### config.mk
export PLATFORM = sky130hd
export DESIGN_NAME = stack_with_reverse_and_stats
export DESIGN_NICKNAME = d
export VERILOG_FILES = /design/src/rtl/core/swrs_pkg.sv /design/src/rtl/core/swrs_ram.sv /design/src/rtl/core/swrs_divider.sv /design/src/rtl/core/stack_with_reverse_and_stats.sv
export VERILOG_INCLUDE_DIRS = /design/src /design/src/rtl/core
export SDC_FILE = /design/constraint.sdc
export NUM_CORES = 2
export LEC_CHECK = 0
export ABC_CLOCK_PERIOD_IN_PS = 24700
export BUFFER_PORTS_ARGS = -buffer_cell sky130_fd_sc_hd__buf_2
export CAP_MARGIN = 5
export CORE_UTILIZATION = 40
export CTS_BUF_LIST = sky130_fd_sc_hd__clkbuf_2
export CTS_CLUSTER_DIAMETER = 200
export DETAILED_ROUTE_END_ITERATION = 10
export SLEW_MARGIN = 20
export SYNTH_ARGS = -nofsm -noshare
export SYNTH_HDL_FRONTEND = slang
export SYNTH_SLANG_ARGS = --single-unit
### constraint.sdc
create_clock -name clk -period 24.7 [get_ports clk]
set_input_delay 1.235 -clock clk [delete_from_list [all_inputs] [get_ports clk]]
set_output_delay 1.235 -clock clk [all_outputs]
set_load 0.02 [all_outputs]
### src/rtl/core/assert_macros.svh
// assertion macros shared by the stack block
`ifndef ASSERT_MACROS_SVH
`define ASSERT_MACROS_SVH

// property must hold at every clock edge outside reset
`define ASSERT_ALWAYS(label, clk, rst_n, prop, msg) \
    label: assert property (@(posedge clk) disable iff (!rst_n) (prop)) else $error(msg);

// antecedent in one cycle implies consequent in the next
`define ASSERT_NEXT(label, clk, rst_n, ante, cons, msg) \
    label: assert property (@(posedge clk) disable iff (!rst_n) (ante) |=> (cons)) \
        else $error(msg);

`endif

### src/rtl/core/swrs_pkg.sv
// package: types and constants of the stack block
`default_nettype none

package swrs_pkg;

    localparam int STACK_DEPTH = 64;
    localparam int ADDR_W      = (STACK_DEPTH > 1) ? $clog2(STACK_DEPTH) : 1;
    localparam int CNT_W       = $clog2(STACK_DEPTH + 1);
    localparam int DATA_W      = 32;
    localparam int SUM_W       = DATA_W + ADDR_W;
    localparam int ENTRY_W     = 7;

    typedef enum logic [1:0] {
        MODE_PUSH     = 2'd0,
        MODE_POP      = 2'd1,
        MODE_REVERSE  = 2'd2,
        MODE_DESCRIBE = 2'd3
    } mode_t;

    typedef enum logic [1:0] {
        ST_OK    = 2'd0,
        ST_EMPTY = 2'd1,
        ST_FULL  = 2'd2
    } status_t;

    typedef enum logic [3:0] {
        S_IDLE,
        S_POP_WAIT,
        S_REV_RD_LO,
        S_REV_RD_HI,
        S_REV_WR_LO,
        S_REV_WR_HI,
        S_DESC_RD,
        S_DESC_ACC,
        S_DIV_GO,
        S_DIV_WAIT,
        S_EMIT
    } state_t;

    typedef struct packed {
        mode_t                    mode;
        logic signed [DATA_W-1:0] push_value;
    } req_item_t;

    typedef struct packed {
        logic signed [DATA_W-1:0] popped_value;
        logic signed [DATA_W-1:0] smallest;
        logic signed [DATA_W-1:0] largest;
        logic signed [DATA_W-1:0] mean_value;
        logic [ENTRY_W-1:0]       entry_count;
        status_t                  status;
    } rsp_item_t;

    typedef struct packed {
        logic                    start;
        logic signed [SUM_W-1:0] dividend;
        logic [CNT_W-1:0]        divisor;
    } div_req_t;

    typedef struct packed {
        logic                     done;
        logic signed [DATA_W-1:0] quotient;
    } div_rsp_t;

endpackage

`default_nettype wire

### src/rtl/core/swrs_ram.sv
// generic single-port-write, single-port-read ram with registered read data
`default_nettype none

module swrs_ram #(
    parameter int DEPTH = 64,
    parameter int WIDTH = 32,
    localparam int AW   = (DEPTH > 1) ? $clog2(DEPTH) : 1
) (
    input  wire logic             clk,
    input  wire logic             we,
    input  wire logic [AW-1:0]    waddr,
    input  wire logic [WIDTH-1:0] wdata,
    input  wire logic             re,
    input  wire logic [AW-1:0]    raddr,
    output logic      [WIDTH-1:0] rdata
);

    logic [WIDTH-1:0] mem [DEPTH];

    always_ff @(posedge clk)
    begin
        if (we)
        begin
            mem[waddr] <= wdata;
        end
    end

    always_ff @(posedge clk)
    begin
        if (re)
        begin
            rdata <= mem[raddr];
        end
    end

endmodule

`default_nettype wire

### src/rtl/core/swrs_divider.sv
// iterative signed-by-unsigned divider, one quotient bit per cycle
`default_nettype none

module swrs_divider (
    input  wire logic              clk,
    input  wire logic              rst_n,
    input  wire swrs_pkg::div_req_t req,
    output swrs_pkg::div_rsp_t      rsp
);

    import swrs_pkg::*;

    localparam int STEP_W = $clog2(SUM_W + 1);

    logic              busy_reg, busy_next;
    logic              done_reg, done_next;
    logic [STEP_W-1:0] step_reg, step_next;
    logic              neg_reg, neg_next;
    logic [SUM_W-1:0]  quo_reg, quo_next;
    logic [CNT_W-1:0]  rem_reg, rem_next;
    logic [CNT_W-1:0]  den_reg, den_next;

    logic [CNT_W:0]    rem_sh;
    logic [CNT_W:0]    rem_sub;
    logic              fits;
    logic [SUM_W-1:0]  q_signed;

    assign rem_sh  = {rem_reg, quo_reg[SUM_W-1]};
    assign rem_sub = rem_sh - {1'b0, den_reg};
    assign fits    = (rem_sh >= {1'b0, den_reg});

    always_comb
    begin
        busy_next = busy_reg;
        done_next = 1'b0;
        step_next = step_reg;
        neg_next  = neg_reg;
        quo_next  = quo_reg;
        rem_next  = rem_reg;
        den_next  = den_reg;
        if (req.start)
        begin
            // work on the magnitude, fix the sign at the end
            neg_next  = req.dividend[SUM_W-1];
            quo_next  = req.dividend[SUM_W-1] ? SUM_W'(-req.dividend) : SUM_W'(req.dividend);
            rem_next  = '0;
            den_next  = req.divisor;
            step_next = STEP_W'(SUM_W);
            busy_next = 1'b1;
        end
        else if (busy_reg)
        begin
            quo_next  = {quo_reg[SUM_W-2:0], fits};
            rem_next  = fits ? rem_sub[CNT_W-1:0] : rem_sh[CNT_W-1:0];
            step_next = step_reg - 1'b1;
            if (step_reg == STEP_W'(1))
            begin
                busy_next = 1'b0;
                done_next = 1'b1;
            end
        end
    end

    always_ff @(posedge clk or negedge rst_n)
    begin
        if (!rst_n)
        begin
            busy_reg <= 1'b0;
            done_reg <= 1'b0;
            step_reg <= '0;
        end
        else
        begin
            busy_reg <= busy_next;
            done_reg <= done_next;
            step_reg <= step_next;
        end
    end

    always_ff @(posedge clk)
    begin
        neg_reg <= neg_next;
        quo_reg <= quo_next;
        rem_reg <= rem_next;
        den_reg <= den_next;
    end

    // truncation toward zero: negate the magnitude quotient
    assign q_signed     = neg_reg ? (~quo_reg + 1'b1) : quo_reg;
    assign rsp.done     = done_reg;
    assign rsp.quotient = signed'(q_signed[DATA_W-1:0]);

endmodule

`default_nettype wire

### src/rtl/core/stack_with_reverse_and_stats.sv
// Bounded LIFO stack of signed 32-bit values with push, pop, in-place reverse and a
// describe request that returns min, max and the mean truncated toward zero. Every
// accepted item gives exactly one result with the count held afterwards. One item is
// worked on at a time and the values live in a single-write, single-read RAM, so its
// port sets the pace: pop waits for the registered read, reverse does one read, read,
// write, write per swapped pair, and describe reads and accumulates each held value in
// turn through one compare and add unit, then runs the bit-serial divider (SUM_W = 38
// at depth 64). A result waits in an output register; a new item is taken while it
// waits.
`default_nettype none
`include "assert_macros.svh"

module stack_with_reverse_and_stats (
    input  wire logic                clk,
    input  wire logic                rst_n,
    input  wire logic                req_valid,
    output logic                     req_stall,
    input  wire swrs_pkg::req_item_t req,
    output logic                     rsp_valid,
    input  wire logic                rsp_stall,
    output swrs_pkg::rsp_item_t      rsp
);

    import swrs_pkg::*;

    state_t                   state_reg, state_next;
    logic [CNT_W-1:0]         cnt_reg, cnt_next;
    rsp_item_t                res_reg, res_next;
    rsp_item_t                out_reg, out_next;
    logic                     out_valid_reg, out_valid_next;
    logic [ADDR_W-1:0]        lo_reg, lo_next;
    logic [ADDR_W-1:0]        hi_reg, hi_next;
    logic [ADDR_W-1:0]        idx_reg, idx_next;
    logic [DATA_W-1:0]        tmp_reg, tmp_next;
    logic signed [DATA_W-1:0] min_reg, min_next;
    logic signed [DATA_W-1:0] max_reg, max_next;
    logic signed [SUM_W-1:0]  sum_reg, sum_next;

    logic                     ram_we;
    logic [ADDR_W-1:0]        ram_waddr;
    logic [DATA_W-1:0]        ram_wdata;
    logic                     ram_re;
    logic [ADDR_W-1:0]        ram_raddr;
    logic [DATA_W-1:0]        ram_rdata;

    div_req_t                 div_req;
    div_rsp_t                 div_rsp;

    logic [CNT_W-1:0]         cnt_m1;
    logic                     out_free;
    logic signed [DATA_W-1:0] rd_val;
    logic [ADDR_W-1:0]        lo_inc;
    logic [ADDR_W-1:0]        hi_dec;

    swrs_ram #(
        .DEPTH (STACK_DEPTH),
        .WIDTH (DATA_W)
    ) u_ram (
        .clk   (clk),
        .we    (ram_we),
        .waddr (ram_waddr),
        .wdata (ram_wdata),
        .re    (ram_re),
        .raddr (ram_raddr),
        .rdata (ram_rdata)
    );

    swrs_divider u_div (
        .clk   (clk),
        .rst_n (rst_n),
        .req   (div_req),
        .rsp   (div_rsp)
    );

    assign cnt_m1   = cnt_reg - 1'b1;
    assign out_free = !out_valid_reg || !rsp_stall;
    assign rd_val   = signed'(ram_rdata);
    assign lo_inc   = lo_reg + 1'b1;
    assign hi_dec   = hi_reg - 1'b1;

    assign req_stall = (state_reg != S_IDLE);
    assign rsp_valid = out_valid_reg;
    assign rsp       = out_reg;

    always_comb
    begin
        state_next     = state_reg;
        cnt_next       = cnt_reg;
        res_next       = res_reg;
        out_next       = out_reg;
        out_valid_next = out_valid_reg && rsp_stall;
        lo_next        = lo_reg;
        hi_next        = hi_reg;
        idx_next       = idx_reg;
        tmp_next       = tmp_reg;
        min_next       = min_reg;
        max_next       = max_reg;
        sum_next       = sum_reg;
        ram_we         = 1'b0;
        ram_waddr      = cnt_reg[ADDR_W-1:0];
        ram_wdata      = req.push_value;
        ram_re         = 1'b0;
        ram_raddr      = cnt_m1[ADDR_W-1:0];
        div_req.start    = 1'b0;
        div_req.dividend = sum_reg;
        div_req.divisor  = cnt_reg;

        case (state_reg)
            S_IDLE:
            begin
                if (req_valid)
                begin
                    res_next   = '0;
                    state_next = S_EMIT;
                    case (req.mode)
                        MODE_PUSH:
                        begin
                            if (cnt_reg >= CNT_W'(STACK_DEPTH))
                            begin
                                res_next.status = ST_FULL;
                            end
                            else
                            begin
                                ram_we   = 1'b1;
                                cnt_next = cnt_reg + 1'b1;
                            end
                        end
                        MODE_POP:
                        begin
                            if (cnt_reg == '0)
                            begin
                                res_next.status = ST_EMPTY;
                            end
                            else
                            begin
                                ram_re     = 1'b1;
                                cnt_next   = cnt_m1;
                                state_next = S_POP_WAIT;
                            end
                        end
                        MODE_REVERSE:
                        begin
                            if (cnt_reg > CNT_W'(1))
                            begin
                                lo_next    = '0;
                                hi_next    = cnt_m1[ADDR_W-1:0];
                                state_next = S_REV_RD_LO;
                            end
                        end
                        default:
                        begin
                            if (cnt_reg == '0)
                            begin
                                res_next.status = ST_EMPTY;
                            end
                            else
                            begin
                                idx_next   = '0;
                                state_next = S_DESC_RD;
                            end
                        end
                    endcase
                end
            end
            S_POP_WAIT:
            begin
                res_next.popped_value = rd_val;
                state_next            = S_EMIT;
            end
            S_REV_RD_LO:
            begin
                ram_re     = 1'b1;
                ram_raddr  = lo_reg;
                state_next = S_REV_RD_HI;
            end
            S_REV_RD_HI:
            begin
                ram_re     = 1'b1;
                ram_raddr  = hi_reg;
                tmp_next   = ram_rdata;
                state_next = S_REV_WR_LO;
            end
            S_REV_WR_LO:
            begin
                // read data now holds the upper entry
                ram_we     = 1'b1;
                ram_waddr  = lo_reg;
                ram_wdata  = ram_rdata;
                state_next = S_REV_WR_HI;
            end
            S_REV_WR_HI:
            begin
                ram_we    = 1'b1;
                ram_waddr = hi_reg;
                ram_wdata = tmp_reg;
                lo_next   = lo_inc;
                hi_next   = hi_dec;
                if (lo_inc < hi_dec)
                begin
                    state_next = S_REV_RD_LO;
                end
                else
                begin
                    state_next = S_EMIT;
                end
            end
            S_DESC_RD:
            begin
                ram_re     = 1'b1;
                ram_raddr  = idx_reg;
                state_next = S_DESC_ACC;
            end
            S_DESC_ACC:
            begin
                if (idx_reg == '0)
                begin
                    min_next = rd_val;
                    max_next = rd_val;
                    sum_next = SUM_W'(rd_val);
                end
                else
                begin
                    min_next = (rd_val < min_reg) ? rd_val : min_reg;
                    max_next = (rd_val > max_reg) ? rd_val : max_reg;
                    sum_next = sum_reg + SUM_W'(rd_val);
                end
                if (CNT_W'(idx_reg) == cnt_m1)
                begin
                    res_next.smallest = min_next;
                    res_next.largest  = max_next;
                    state_next        = S_DIV_GO;
                end
                else
                begin
                    idx_next   = idx_reg + 1'b1;
                    state_next = S_DESC_RD;
                end
            end
            S_DIV_GO:
            begin
                div_req.start = 1'b1;
                state_next    = S_DIV_WAIT;
            end
            S_DIV_WAIT:
            begin
                if (div_rsp.done)
                begin
                    res_next.mean_value = div_rsp.quotient;
                    state_next          = S_EMIT;
                end
            end
            S_EMIT:
            begin
                if (out_free)
                begin
                    out_next             = res_reg;
                    out_next.entry_count = ENTRY_W'(cnt_reg);
                    out_valid_next       = 1'b1;
                    state_next           = S_IDLE;
                end
            end
            default:
            begin
                state_next = S_IDLE;
            end
        endcase
    end

    always_ff @(posedge clk or negedge rst_n)
    begin
        if (!rst_n)
        begin
            state_reg     <= S_IDLE;
            cnt_reg       <= '0;
            out_valid_reg <= 1'b0;
        end
        else
        begin
            state_reg     <= state_next;
            cnt_reg       <= cnt_next;
            out_valid_reg <= out_valid_next;
        end
    end

    always_ff @(posedge clk)
    begin
        res_reg <= res_next;
        out_reg <= out_next;
        lo_reg  <= lo_next;
        hi_reg  <= hi_next;
        idx_reg <= idx_next;
        tmp_reg <= tmp_next;
        min_reg <= min_next;
        max_reg <= max_next;
        sum_reg <= sum_next;
    end

    `ASSERT_ALWAYS(a_cnt_bound, clk, rst_n, cnt_reg <= CNT_W'(STACK_DEPTH), "count above depth")

    `ASSERT_NEXT(a_push_grows, clk, rst_n, req_valid && !req_stall && req.mode == MODE_PUSH && cnt_reg < CNT_W'(STACK_DEPTH), cnt_reg == $past(cnt_reg) + 1'b1, "push did not grow the stack")

    `ASSERT_ALWAYS(a_full_status, clk, rst_n, !(state_reg == S_EMIT && res_reg.status == ST_FULL) || cnt_reg == CNT_W'(STACK_DEPTH), "full status with room left")

    `ASSERT_ALWAYS(a_rev_order, clk, rst_n, !(state_reg == S_REV_RD_LO || state_reg == S_REV_WR_HI) || lo_reg < hi_reg, "reverse pointers crossed")

endmodule

`default_nettype wire
=== Word-level counts from Yosys, hierarchy flattened ===
Memory sizes are Yosys's and may differ from the RTL's. A register that Yosys moved wholly into a read port is not among the register bits.
Cells that the tools add are included.

* $add $sub $neg: 10
* $mul: 0
* Divide/modulo/power cells: 0
* Order comparisons: 6
* Equal/unequal tests: 25
* Shift-type cells: 0
* Multiplexer cells: 69
* Bitwise gates (word level): 1
* Reduce and logical (&&, ||, !) cells: 27

{| class="wikitable"
|+ Operators with widths
! cell !! number
|-
| 2-to-1 mux 32 bit || 6
|-
| one-hot mux 32 bit (2 select lines) || 3
|-
| 2-to-1 mux 38 bit || 4
|-
| 2-to-1 mux 137 bit || 1
|-
| one-hot mux 64 bit (2 select lines) || 1
|-
| 2-to-1 mux 6 bit || 12
|-
| 2-to-1 mux 64 bit || 1
|-
| one-hot mux 6 bit (2 select lines) || 4
|-
| one-hot mux 4 bit (11 select lines) || 1
|-
| adder 38 x 32 -> 38 bit || 1
|-
| negation 38 bit || 1
|-
| adder 32 x 1 -> 32 bit (second input constant) || 1
|-
| greater-than comparator 32 bit || 1
|-
| < comparator 32 bit || 1
|-
| 2-to-1 mux 4 bit || 8
|-
| NOT 32 bit || 1
|-
| 2-to-1 mux 7 bit || 3
|-
| 2-to-1 mux 1 bit || 18
|-
| inequality test 2 bit (second input constant) || 9
|-
| one-hot mux 6 bit (3 select lines) || 1
|-
| equality test 4 x 3 -> 1 bit (second input constant) || 4
|-
| one-hot mux 7 bit (2 select lines) || 1
|-
| adder 6 x 1 -> 6 bit (second input constant) || 2
|-
| equality test 4 bit (second input constant) || 3
|-
| 34 further kinds || 50
|}

* Bits in registers: 492
* Bits in latches: 0
* Memory bits (writable): 2048
* Memory bits (read-only): 0
* Input bits: 38
* Output and inout bits: 139
* Logic and storage cells: 167
* Memories: 1

{| class="wikitable"
|+ Memory list
! memory !! words !! bits a word !! rd ports !! clocked after memory_dff !! wr ports !! line !! source
|-
| u_ram.mem || 64 || 32 || 1 || 1 || 1 || swrs_ram.sv:18 || <nowiki>logic [WIDTH-1:0] mem [DEPTH];</nowiki>
|}

=== Longest topological paths before layout ===
* Depth in word-level cells: 7
* Depth in mapped cells: 16
* Gate-level depth less buffers: 12

=== Modules after synthesis ===
A second synthesis with hierarchy kept.

* Cells, all modules: 5432
* Area, all modules: 104350.1 um^2

{| class="wikitable"
|+ Modules (own cells, without submodules)
! module !! times used !! cells each !! area each (um^2) !! seq. area each (um^2)
|-
| swrs_ram || 1 || 3324 || 78835.6 || 62459.9
|-
| stack_with_reverse_and_stats || 1 || 1658 || 21191.6 || 12882.4
|-
| swrs_divider || 1 || 450 || 4322.9 || 1721.7
|}

=== Worst setup path before layout ===
OpenSTA, ideal clock, no wires.

* Path kind: register to register
* Start point: reg state_reg[2]
* End point: reg out_reg (netlist bit rsp[0]) (enable)
* Setup time: 0.679 ns
* Arrival: 7.692 ns
* Data required time: 24.021 ns
* Slack: 16.329 ns
* Cell stages (with the launch flop): 6
* Buffers on the path: 2
* Period minus slack after synthesis: 8.371 ns
* Path through: dfrtp_1 -> buf_2 -> clkbuf_1 -> nor2b_1 -> nand2_1 -> a21oi_1

* Cells in the longest elaborated chain, start to end: 2

{| class="wikitable"
|+ Ends and longest elaborated chain
! element !! line !! source
|-
| start, declared || stack_with_reverse_and_stats.sv:26 || <nowiki>state_t state_reg, state_next;</nowiki>
|-
| start signal, assigned || stack_with_reverse_and_stats.sv:279 || <nowiki>state_reg <= state_next;</nowiki>
|-
| equality test 4 bit || stack_with_reverse_and_stats.sv:108 || <nowiki>case (state_reg)</nowiki>
|-
| AND reduction 2 bit (no line) || n/a ||
|-
| end signal, assigned || stack_with_reverse_and_stats.sv:288 || <nowiki>out_reg <= out_next;</nowiki>
|-
| end, declared || stack_with_reverse_and_stats.sv:29 || <nowiki>rsp_item_t out_reg, out_next;</nowiki>
|}

Every way passes these cells.
A chain may end at the register's enable or synchronous reset.

=== Final worst setup path ===
* Start point: reg cnt_reg[0]
* End point: reg u_ram.rdata[30] (read register of u_ram.mem), data pin

* Cells in the longest elaborated chain, start to end: 5
* Elaborated cells on any way between the ends: 7
* Classes of those cells: add/sub (1); mux (5); reduce/logical (1)

{| class="wikitable"
|+ Ends and longest elaborated chain
! element !! line !! source
|-
| start, declared || stack_with_reverse_and_stats.sv:27 || <nowiki>logic [CNT_W-1:0] cnt_reg, cnt_next;</nowiki>
|-
| start signal, assigned || stack_with_reverse_and_stats.sv:280 || <nowiki>cnt_reg <= cnt_next;</nowiki>
|-
| parallel branches: the longest is 5 deep, another holds subtractor 7 x 1 -> 7 bit || n/a ||
|-
| end, declared || swrs_ram.sv:15 || <nowiki>output logic [WIDTH-1:0] rdata</nowiki>
|}

Parallel ways; which one is timed is not known.

==> results by group <==
STA
  – Final hold vios: 0
  – Hold WS: 200.8 ps
  – Final min period: 6571 ps
  – Pins Over Slew Limit: 0
  – Setup TNS: 0 ps
  – Maximum clock frequency: 0.1522 GHz
  – Worst slew pin tran: 1380 ps
  – Clock skew: 182.6 ps
  – Unrepaired setup endpoints after global routing: false
  – Final Setup Violations: 0
  – Period utilisation layout: 26.60%
  – Worst rel slew slack: 8.005%

Synthesis
  – Primary FF master, synth: edfxtp_1
  – Synthesized area: 0.1042 sq mm
  – Mean cell area of the mapped netlist: 18.46 sq um
  – EDFF count, synth: 2545
  – Async S/R FF share, synth: 0.7776%
  – Synth Warn #: 0
  – Post-Syn Nets: 5809
  – Synth cell types: 72
  – Flops & latches, synth: 2572
  – Sequential share of the synthesized area: 73.96%
  – Gate Count Post-Synth: 5646

Floorplan
  – Die Y: 512.4 um
  – Die ar.: 0.2625 sq mm
  – I/O Pins: 177
  – Core Region: 0.2592 sq mm
  – Initial Utilization: 40.19%
  – Die width: 512.4 um
  – Rows: 187

GRT
  – Vias in the first global route: 58.43k
  – M3 GR Usage: 5.410%
  – GRT met1 Usage: 30.52%
  – Busiest grt layer: met2
  – Largest net degree at the start of global routing: 111
  – Initial antenna violation count: 10
  – Met2 Use GR: 34.45%
  – GRT Util Overall: 22.11%
  – Grt total ovfl: 0
  – First-pass GRT wire length: 415.5 mm

Run status
  – Outcome: finished clean

Clocking
  – Clock Sinks: 2572
  – Root buf cell: clkbuf_2
  – Total CTS buffers: 659
  – H-Tree Depth: 6
  – Clock Latency Late Sink: 2060 ps
  – CTS max path bufs: 4
  – Post-CTS Setup Inserts: 0
  – Clock Pin Slew Worst Setup and Hold Paths: 100 ps
  – CTS tree: done

Power and ir drop
  – Cell leakage power: 39.40 nW
  – Worst VDD drop: 0.03664 mV
  – PwrDens: 65.15 mW/mm^2

Worst setup path
  – Critical Path, Cell by Cell: inv_1, ha_1, nor2b_1, a31oi_1, o221a_4, buf_12, buf_4, buf_4, buf_4, mux4_2, mux4_2, a2111oi_0, o21ai_1
  – CP Launch Type: flop
  – Top cell by count, worst path: buf_4
  – Slowest Stage Delay on Critical Path: 850 ps
  – CP Max Fanout: 110
  – Worst reg-to-reg setup slack: 18130 ps
  – CP max stage cell: buf_4
  – Crit Path Category: reg -> reg
  – Crit. End Element: flop
  – Buffer and inverter count on the worst path: 5
  – CP delay by family, top: buffers and inverters
  – Critical Path RT: 26390 ps
  – Critical path arrival: 8270 ps

Placed design
  – GP Congestion: 0.8826
  – Buffers on Ports: 176
  – Post-detail-place hpwl: 165.5 mm

Worst hold path
  – Hold Crit Class: in -> reg

Route
  – Detailed-route wire length per cell: 28.72 um
  – Drt first pass iters: 8
  – Antenna-violating nets left: 0
  – Vias post-DR: 58.39k
  – Drt via density: 5.712
  – Remaining DRCs: 0
  – Initial DRC count: 6731
  – Drt total wl: 293.6 mm

Run
  – Max Cap Viol: 0

Finish
  – Most common cell after layout, fill and taps aside: edfxtp_1
  – Layout cells sized above 1: 29.75%
  – Number of flip-flops in the largest register: 2048
  – Commonest non-fill, non-tap cells in the layout: edfxtp_1 (2545), clkbuf_2 (912), mux4_2 (520), nand2_1 (434), mux2i_1 (208)
  – Fillers: 22.59k
  – Final net count: 6570
  – P&R area growth vs syn: 11.60%
  – Final Util: 44.85%
-- what timing repair did --
item,4_1_cts,5_1_grt
resized for setup,0,0
hold endpoints to repair,228,0
hold buffers,19,0
-- metrics by stage --
stage	cells	setup WS [ps]	power (mW)	cell area, sq um
2_1_floorplan	5646	16330	4.905	104200
3_5_place_dp	9128	18190	4.946	110700
6_report	10220	18130	7.576	116300
5_1_grt	10220	17860	7.866	116300
4_1_cts	10210	18120	7.649	116200
3_3_place_gp	9128	18180	4.942	110700
-- worst min-delay path, stage by stage --
cell	delay [ps]
buf_2	140
nor2_1	190
a21oi_4	40
buf_4	270
-- Yosys cell counts, types with 30 or more instances --
cell	number	area share, %
clkbuf_1	185	0.67
o31ai_1	30	0.22
buf_1	31	0.11
and3_1	63	0.38
o21ai_0	139	0.67
o22ai_1	64	0.38
xor2_1	89	0.75
ha_1	123	1.5
inv_1	109	0.39
or4_1	38	0.27
mux2_2	37	0.40
mux4_2	520	11
nor2_1	241	0.87
edfxtp_1	2545	73
xnor2_1	40	0.34
a21o_1	60	0.43
mux2i_1	211	2.0
buf_2	58	0.28
nand2_1	444	1.6
a21oi_1	193	0.93
nand3_1	81	0.39
-- worst paths after layout --
path / startpoint / end / cells after the start
worst min register to register: res_reg[94] / rsp[94] / 0
min in group asynchronous: rst_n / u_div.step_reg[0] / 4
worst min-delay path: req[25] / u_ram.mem[37][25] / 4
worst max register to register: cnt_reg[0] / u_ram.rdata[30] / 13
max in group asynchronous: rst_n / state_reg[2] / 4
worst max-delay path: cnt_reg[0] / u_ram.rdata[30] / 13
-- routing by layer --
| layer | vias to the layer above | part of all wire (%) |
|---|---|---|
| met2 | 2960 | 47 |
| met5 | - | 0.028 |
| li1 | 24590 | - |
| met4 | 8 | 2.6 |
| met1 | 30390 | 41 |
| met3 | 443 | 9.5 |
-- final cells by class --
| cell class | instances | area (sq um) | share of cell area, % |
|---|---|---|---|
| diodes | 12 | 30.03 | 0.02582 |
| repair buffers | 382 | 2580 | 2.219 |
| clock inverters | 151 | 773.2 | 0.6650 |
| multi-input cells | 2683 | 26600 | 22.87 |
| inverters | 109 | 414.1 | 0.3562 |
| clock buffers | 912 | 4564 | 3.925 |
| well taps | 3402 | 4257 | 3.661 |
| flip-flops and latches | 2572 | 77070 | 66.27 |
-- power by group --
part           internal (mW)  total [mW]  leakage [nW]          switching, mW
clock                   1.04        2.73          4.19                   1.68
combinational         0.0106      0.0770          12.7                 0.0664
sequential              4.77        4.77          22.5  0.0000000000000000194
total                   5.83        7.58          39.4                   1.75
-- kinds of logic (layout without fill, tap and decap cells) --
group                    count (synthesis)  after routing  synth area share (%)
adder cells (fa/ha/maj)                125            125                 1.515
flip-flops                            2572           2572                 73.96
buffers and inverters                  391           1554                 1.507
AND/OR/NAND/NOR                       1025           1025                 4.501
other                                    0             12                     0
multiplexers                           768            768                 13.67
AO/OA/AOI/OAI                          636            636                 3.767
XOR/XNOR                               129            129                 1.084
Note: power is estimated with default switching activity, not from simulation.
